### config.mk
export PLATFORM = sky130hd
export DESIGN_NAME = byte_ring_fifo_core
export DESIGN_NICKNAME = d
export VERILOG_FILES = /design/src/design/brf_pkg.sv /design/src/design/brf_ram.sv /design/src/design/byte_ring_fifo_core.sv
export SDC_FILE = /design/constraint.sdc
export NUM_CORES = 2
export LEC_CHECK = 0
export BUFFER_PORTS_ARGS = -buffer_cell sky130_fd_sc_hd__buf_4
export CAP_MARGIN = 20
export CELL_PAD_IN_SITES_DETAIL_PLACEMENT = 0
export CELL_PAD_IN_SITES_GLOBAL_PLACEMENT = 2
export CORE_ASPECT_RATIO = 1.2
export CORE_MARGIN = 2
export CORE_UTILIZATION = 50
export CTS_CLUSTER_SIZE = 14
export DETAILED_ROUTE_END_ITERATION = 10
export PLACE_DENSITY_LB_ADDON = 0.1
export SYNTH_ARGS = -nofsm -noshare
export SYNTH_HDL_FRONTEND = slang
export SYNTH_HIERARCHICAL = 1
export SYNTH_SLANG_ARGS = --single-unit
### constraint.sdc
create_clock -name i_clk -period 4.69 [get_ports i_clk]
set_input_delay 0 -clock i_clk [delete_from_list [all_inputs] [get_ports i_clk]]
set_output_delay 0 -clock i_clk [all_outputs]
set_load 0.05 [all_outputs]
### src/design/brf_pkg.sv
// Shared codes for the byte ring FIFO: action and status encodings.
// No dependencies; used by the core and its checker.
package brf_pkg;

    localparam logic [2:0] ACT_PUSH     = 3'd0;
    localparam logic [2:0] ACT_POP      = 3'd1;
    localparam logic [2:0] ACT_PEEK     = 3'd2;
    localparam logic [2:0] ACT_POP_RUN  = 3'd3;
    localparam logic [2:0] ACT_PEEK_RUN = 3'd4;
    localparam logic [2:0] ACT_SKIP_RUN = 3'd5;
    localparam logic [2:0] ACT_CLEAR    = 3'd6;

    localparam logic [1:0] ST_OK   = 2'd0;
    localparam logic [1:0] ST_ERR  = 2'd1;
    localparam logic [1:0] ST_BUSY = 2'd2;

    localparam int unsigned CAP_WIDTH = 9;

    typedef logic [CAP_WIDTH-1:0] t_cap;
    typedef logic [7:0]           t_count;

endpackage

### src/design/brf_ram.sv
// Byte store of the ring FIFO: one write port, one read port, registered read data.
// Standalone; no package needed.
module brf_ram #(
    parameter int ENTRIES = 256,
    localparam int AW = $clog2(ENTRIES)
) (
    input  logic          i_clk,
    input  logic          i_we,
    input  logic [AW-1:0] i_waddr,
    input  logic [7:0]    i_wdata,
    input  logic          i_re,
    input  logic [AW-1:0] i_raddr,
    output logic [7:0]    o_rdata
);

    logic [7:0] r_mem [ENTRIES];
    logic [7:0] r_rdata;

    always_ff @(posedge i_clk) begin
        if (i_we) begin
            r_mem[i_waddr] <= i_wdata;
        end
    end

    // hold the last read word until the next read
    always_ff @(posedge i_clk) begin
        if (i_re) begin
            r_rdata <= r_mem[i_raddr];
        end
    end

    assign o_rdata = r_rdata;

endmodule

### src/design/byte_ring_fifo_core.sv
// Byte ring FIFO top level: control, indices, counts and result register.
// Depends on brf_pkg and brf_ram.
//
// A byte ring over a store of min(DEPTH,256) bytes, of which the configured capacity is in
// use (clamped to 2..min(DEPTH,256)); it holds at most capacity minus one bytes. Writing the
// capacity empties the ring. Push, skip, clear and every error or busy request are taken one
// per cycle while the output side keeps up, each answered by one result. Pop and peek
// requests read the store through its single read port with registered data: a request
// starts the read when it is accepted, then delivers one byte per cycle while the output
// side keeps up, and no new request is taken until its last byte has gone out. The store
// holds no reset value and needs no clearing pass; only bytes that were pushed are ever read.
// Every result carries the fill and free counts as they stand after the whole request.
module byte_ring_fifo_core #(
    parameter int DEPTH   = 256,
    parameter int MAX_RUN = 64
) (
    input  logic              i_clk,
    input  logic              i_rst_n,
    input  logic              i_cfg_we,
    input  brf_pkg::t_cap     i_cfg_data,
    input  logic              i_valid,
    output logic              o_stall,
    input  logic [2:0]        i_action,
    input  logic [7:0]        i_byte_in,
    input  logic [6:0]        i_run_length,
    output logic              o_valid,
    input  logic              i_stall,
    output logic [7:0]        o_byte_out,
    output logic [1:0]        o_status,
    output logic              o_last,
    output brf_pkg::t_count   o_fill_count,
    output brf_pkg::t_count   o_free_count
);
    import brf_pkg::*;

    localparam int STORE_DEPTH = (DEPTH < 256) ? DEPTH : 256;
    localparam int IW          = $clog2(STORE_DEPTH);

    localparam logic S_IDLE = 1'b0;
    localparam logic S_OUT  = 1'b1;

    typedef logic [IW-1:0] t_idx;

    function automatic t_idx wrap_add(t_idx idx, t_count inc, t_cap cap);
        t_cap sum;
        sum = t_cap'(idx) + t_cap'(inc);
        if (sum >= cap) begin
            sum = sum - cap;
        end
        return sum[IW-1:0];
    endfunction

    logic       r_state, n_state;
    t_cap       r_cap;
    t_idx       r_rd_idx, n_rd_idx;
    t_idx       r_wr_idx, n_wr_idx;
    t_count     r_held, n_held;
    t_idx       r_addr, n_addr;
    logic [6:0] r_left, n_left;

    logic       r_o_valid;
    logic [7:0] r_o_byte;
    logic [1:0] r_o_status;
    logic       r_o_last;
    t_count     r_o_fill;
    t_count     r_o_free;

    logic       slot_free;
    logic       accept;
    logic       load_out;
    logic [7:0] ld_byte;
    logic [1:0] ld_status;
    logic       ld_last;
    t_count     ld_fill;

    logic       ram_we;
    t_idx       ram_waddr;
    logic       ram_re;
    t_idx       ram_raddr;
    logic [7:0] ram_rdata;

    t_cap       cfg_cap;
    logic       run_too_long;

    assign slot_free = !r_o_valid || !i_stall;
    assign o_stall   = (r_state != S_IDLE) || !slot_free;
    assign accept    = i_valid && !o_stall;

    assign run_too_long = (i_run_length > 7'(MAX_RUN)) || ({1'b0, i_run_length} > r_held);

    always_comb begin
        n_state   = r_state;
        n_rd_idx  = r_rd_idx;
        n_wr_idx  = r_wr_idx;
        n_held    = r_held;
        n_addr    = r_addr;
        n_left    = r_left;
        load_out  = 1'b0;
        ld_byte   = 8'd0;
        ld_status = ST_OK;
        ld_last   = 1'b1;
        ram_we    = 1'b0;
        ram_waddr = r_wr_idx;
        ram_re    = 1'b0;
        ram_raddr = r_rd_idx;

        if (r_state == S_IDLE) begin
            if (accept) begin
                load_out = 1'b1;
                unique case (i_action)
                    ACT_PUSH: begin
                        if ((t_cap'(r_held) + t_cap'(1)) >= r_cap) begin
                            ld_status = ST_ERR;
                        end else begin
                            ram_we   = 1'b1;
                            n_wr_idx = wrap_add(r_wr_idx, t_count'(1), r_cap);
                            n_held   = r_held + t_count'(1);
                        end
                    end
                    ACT_POP, ACT_PEEK: begin
                        if (r_held == t_count'(0)) begin
                            ld_status = ST_ERR;
                        end else begin
                            // result leaves from the read state once the byte is back
                            load_out = 1'b0;
                            ram_re   = 1'b1;
                            n_addr   = wrap_add(r_rd_idx, t_count'(1), r_cap);
                            n_left   = 7'd1;
                            n_state  = S_OUT;
                            if (i_action == ACT_POP) begin
                                n_rd_idx = wrap_add(r_rd_idx, t_count'(1), r_cap);
                                n_held   = r_held - t_count'(1);
                            end
                        end
                    end
                    ACT_POP_RUN, ACT_PEEK_RUN, ACT_SKIP_RUN: begin
                        if (i_run_length == 7'd0) begin
                            ld_status = ST_BUSY;
                        end else if (run_too_long) begin
                            ld_status = ST_ERR;
                        end else if (i_action == ACT_SKIP_RUN) begin
                            n_rd_idx = wrap_add(r_rd_idx, t_count'(i_run_length), r_cap);
                            n_held   = r_held - t_count'(i_run_length);
                        end else begin
                            load_out = 1'b0;
                            ram_re   = 1'b1;
                            n_addr   = wrap_add(r_rd_idx, t_count'(1), r_cap);
                            n_left   = i_run_length;
                            n_state  = S_OUT;
                            if (i_action == ACT_POP_RUN) begin
                                n_rd_idx = wrap_add(r_rd_idx, t_count'(i_run_length), r_cap);
                                n_held   = r_held - t_count'(i_run_length);
                            end
                        end
                    end
                    ACT_CLEAR: begin
                        n_rd_idx = '0;
                        n_wr_idx = '0;
                        n_held   = '0;
                    end
                    default: begin
                    end
                endcase
            end
        end else begin
            if (slot_free) begin
                load_out = 1'b1;
                ld_byte  = ram_rdata;
                ld_last  = (r_left == 7'd1);
                if (r_left == 7'd1) begin
                    n_state = S_IDLE;
                end else begin
                    // fetch the next byte while this one goes out
                    ram_re    = 1'b1;
                    ram_raddr = r_addr;
                    n_addr    = wrap_add(r_addr, t_count'(1), r_cap);
                    n_left    = r_left - 7'd1;
                end
            end
        end
        ld_fill = n_held;
    end

    always_comb begin
        cfg_cap = i_cfg_data;
        if (i_cfg_data < t_cap'(2)) begin
            cfg_cap = t_cap'(2);
        end else if (i_cfg_data > t_cap'(STORE_DEPTH)) begin
            cfg_cap = t_cap'(STORE_DEPTH);
        end
    end

    always_ff @(posedge i_clk) begin
        if (!i_rst_n) begin
            r_state  <= S_IDLE;
            r_cap    <= t_cap'(STORE_DEPTH);
            r_rd_idx <= '0;
            r_wr_idx <= '0;
            r_held   <= '0;
            r_addr   <= '0;
            r_left   <= '0;
        end else begin
            r_state <= n_state;
            r_addr  <= n_addr;
            r_left  <= n_left;
            if (i_cfg_we) begin
                r_cap    <= cfg_cap;
                r_rd_idx <= '0;
                r_wr_idx <= '0;
                r_held   <= '0;
            end else begin
                r_rd_idx <= n_rd_idx;
                r_wr_idx <= n_wr_idx;
                r_held   <= n_held;
            end
        end
    end

    always_ff @(posedge i_clk) begin
        if (!i_rst_n) begin
            r_o_valid <= 1'b0;
        end else if (load_out) begin
            r_o_valid <= 1'b1;
        end else if (!i_stall) begin
            r_o_valid <= 1'b0;
        end
    end

    always_ff @(posedge i_clk) begin
        if (load_out) begin
            r_o_byte   <= ld_byte;
            r_o_status <= ld_status;
            r_o_last   <= ld_last;
            r_o_fill   <= ld_fill;
            r_o_free   <= t_count'(r_cap - t_cap'(1) - t_cap'(ld_fill));
        end
    end

    brf_ram #(
        .ENTRIES(STORE_DEPTH)
    ) u_ram (
        .i_clk  (i_clk),
        .i_we   (ram_we),
        .i_waddr(ram_waddr),
        .i_wdata(i_byte_in),
        .i_re   (ram_re),
        .i_raddr(ram_raddr),
        .o_rdata(ram_rdata)
    );

    assign o_valid      = r_o_valid;
    assign o_byte_out   = r_o_byte;
    assign o_status     = r_o_status;
    assign o_last       = r_o_last;
    assign o_fill_count = r_o_fill;
    assign o_free_count = r_o_free;

endmodule

==> flow_summary_export.csv <==
group,metric,value,unit
synth,synth_seq_cells,2133,
synth,synth_top_family_by_area,"multiplexers",
power,worst_ir_drop_vdd,0.000339,V
clocking,cts.sinks,2133,
power,p_leak,31.4,nW
floorplan,dieWidth,384,µm
cells_and_area,layout-drive-gt1-share,25.4,%
floorplan,start_util,50.3,%
clocking,numCtsBuffers,202,
cells_and_area,fin_area,99700,µm²
critical_path,critPathCaptureType,"register",
synth,synth_seq_area_share,73.3,%
synth,synth_ff_type,"edfxtp_1",
cells_and_area,final_util,57.8,%
global_route,grt_max_degree,156,
synth,synth_edf_count,2083,
sta,finalMaxSlewViolations,0,
cells_and_area,area_growth,15.1,%
min_path,hold_class,"primary input to register",
placement,place_area,92300,µm²
floorplan,die_h,460,µm
route,drtPass1Iterations,7,
cells_and_area,layout_commonest_cell,"edfxtp_1",
global_route,grt_pass1_vias,46500,
synth,muxShareOfSynthArea,13.8,%
global_route,grt_usage,26.2,%
critical_path,crit_type,"register to register",
sta,clock-skew-final,0.0494,ns
synth,syn_area_per_cell,19.0,µm²
synth,async_reset_ff_share,0,%
route,dr_total_vias,45900,
run,max_cap_violations,0,
route,wl_per_cell,30.6,µm
route,drc,0,
placement,post-place-ws,-0.558,ns
synth,yosys.area_share.xor_xnor,0.677,%
critical_path,critPathArrivalTime,5.12,ns
sta,fin_crit,4.57,ns
critical_path,reg2regPathDepth,10,
route,drtAntennaViolNets,0,
clocking,clock_latency,0.86,ns
synth,synth_nets,4666,
clocking,cts_tree,"done",
sta,final-hold-violation-count,0,
critical_path,crit_required,5.24,ns
critical_path,crit_path_max_fanout,15,
cells_and_area,nNetsFinal,5185,
run_status,outcome,"complete, no violations",
clocking,clockRootBuffer,"clkbuf_16",
placement,dp_hpwl,150000,µm
floorplan,std_cell_rows,167,
min_path,min_path_cells,6,
synth,synth_fa_ha_area_share,1.25,%
route,totalWireLength,230000,µm
synth,synthCells,4553,
route,drt-vias-per-instance,6.10,
floorplan,core-area,172000,µm²
synth,yosys.area_share.simple,3.81,%
floorplan,io_pins,61,
critical_path,worstSetupStartpointType,"register",
synth,synth_area,86700,µm²
cells_and_area,layout_common_cells,"edfxtp_1 (2,083), buf_4 (470), mux4_2 (454)",
sta,worstMarginPinSlew,1.18,ns
cells_and_area,final.fill_count,13000,
placement,io_buffers,60,
synth,synth-compound-area-share,5.05,%
sta,max_freq,219,MHz
route,first_iter_violations,4252,
synth,ys_types,95,
global_route,grt_overflow,0,
placement,gp_congestion,0.861,
global_route,grt_antenna_before_repair,4,
clocking,clock_path_buffers,3,
clocking,clkTransAtPathRegs,0.06,ns
sta,max-slew-margin-rel,21.0,%
sta,setup_violations,0,
sta,finalCritPeriodShare,97.4,%
floorplan,die_area,177000,µm²
power,powerDensity,391,nW/µm²
clocking,h-tree-depth,4,
synth,synth_warnings,6,
sta,holdWs,0.0882,ns
sta,setup_ws,0.122,ns
global_route,grt_pass1_wl,331000,µm
-- path summary, 6_finish.rpt --
path,start,endpoint,slack [ns]
hold / removal,i_run_length[3],o_status[0]$_SDFFCE_PP0P_,0.09
setup reg to reg,r_left[2]$_SDFFE_PN0P_,u_ram/o_rdata[7]$_DFFE_PP_,0.12
setup / recovery,r_left[2]$_SDFFE_PN0P_,u_ram/o_rdata[7]$_DFFE_PP_,0.12
hold reg to reg,r_left[6]$_SDFFE_PN0P_,r_left[6]$_SDFFE_PN0P_,0.48
-- critical path, cell delays in order (launching register included) --
cell,delay [ns]
dfxtp_1,0.36
nor4_2,0.38
nand3b_1,0.17
nand2_2,0.28
buf_4,0.21
mux2_2,0.61
buf_4,0.29
nand2b_1,0.79
a21oi_1,0.25
nor3_1,0.74
nor4_1,0.13
-- final cells by class --
type                       count  area, µm²  share of cell area (%)
multi-input combinational   2113      21600                    21.7
clock buffer                 250       5260                    5.27
sequential                  2133      63600                    63.7
antenna                        3       7.51                 0.00753
timing repair buffer         572       4910                    4.93
clock inverter               124       1330                    1.33
inverter                      50        188                   0.188
tap                         2281       2850                    2.86
-- registers in the layout, summed over array words and instances (netlist names) --
register,flops
u_ram/r_mem,2048
r_cap,9
o_byte_out,8
o_fill_count,8
o_free_count,8
r_addr,8
r_held,8
r_rd_idx,8
r_wr_idx,8
u_ram/o_rdata,8
r_left,7
o_status,2
o_last,1
o_valid,1
r_state,1
-- power breakdown --
group | internal, mW | total [mW] | leakage [nW] | switching, mW
combinational | 0.614 | 1.74 | 9.13 | 1.13
clock | 9.20 | 16.3 | 3.18 | 7.08
sequential | 20.9 | 21.0 | 19.1 | 0.0183
-- stage by stage --
step / std cells / setup TNS, ns / power (mW)
after floorplan: 4553 / 0 / 22.3
after global placement: 7074 / -3.00 / 23.1
after detailed placement: 7077 / -1.33 / 23.1
after CTS: 7512 / 0 / 39.3
after global routing: 7523 / -0.0458 / 40.1
final: 7526 / 0 / 39.0
-- cells in the mapped netlist (25+ instances only) --
cell type | number | area share (%)
nor2_1 | 336 | 1.5
nor2b_1 | 39 | 0.28
nor3_1 | 39 | 0.23
nand2_1 | 94 | 0.41
xnor2_1 | 38 | 0.38
a21oi_1 | 157 | 0.91
buf_2 | 33 | 0.19
nand3_1 | 53 | 0.31
clkbuf_1 | 127 | 0.55
nor4_1 | 27 | 0.19
ha_1 | 74 | 1.1
buf_6 | 25 | 0.32
mux2i_1 | 153 | 1.8
mux4_2 | 454 | 12
buf_4 | 28 | 0.24
o22ai_1 | 31 | 0.22
edfxtp_1 | 2083 | 72
xor2_1 | 29 | 0.29
inv_1 | 48 | 0.21
o21ai_0 | 68 | 0.39
a22oi_1 | 139 | 1.2
dfxtp_1 | 50 | 1.2
o221ai_1 | 46 | 0.46
-- timing repair --
action / in CTS / in global routing
endpoints found under the hold margin: 1095 / 0
hold buffers: 60 / 0
gates resized for setup: 10 / 5
gates cloned: 1 / 0
setup endpoints to repair: 4 / 9
buffers inserted: 0 / 11
pin swaps: 0 / 1
-- layer usage --
layer  vias up  wire length, µm  track usage [%]  part of all wire (%)
met5         -               27                0                 0.012
met4         4             6320             7.46                   2.7
met1     24200            91900             35.1                    40
li1      19700                -                -                     -
met3       319            13900             3.67                   6.0
met2      1582           118000             45.0                    51
-- cells by family after synthesis --
group,Yosys count
buffers and inverters,308
muxes,625
AOI/OAI and AO/OA,632
DFF,2133
adders and majority gates,83
and+or+nand+nor,705
xor gates and xnor gates,67
Power figures use the tool's default switching activity.
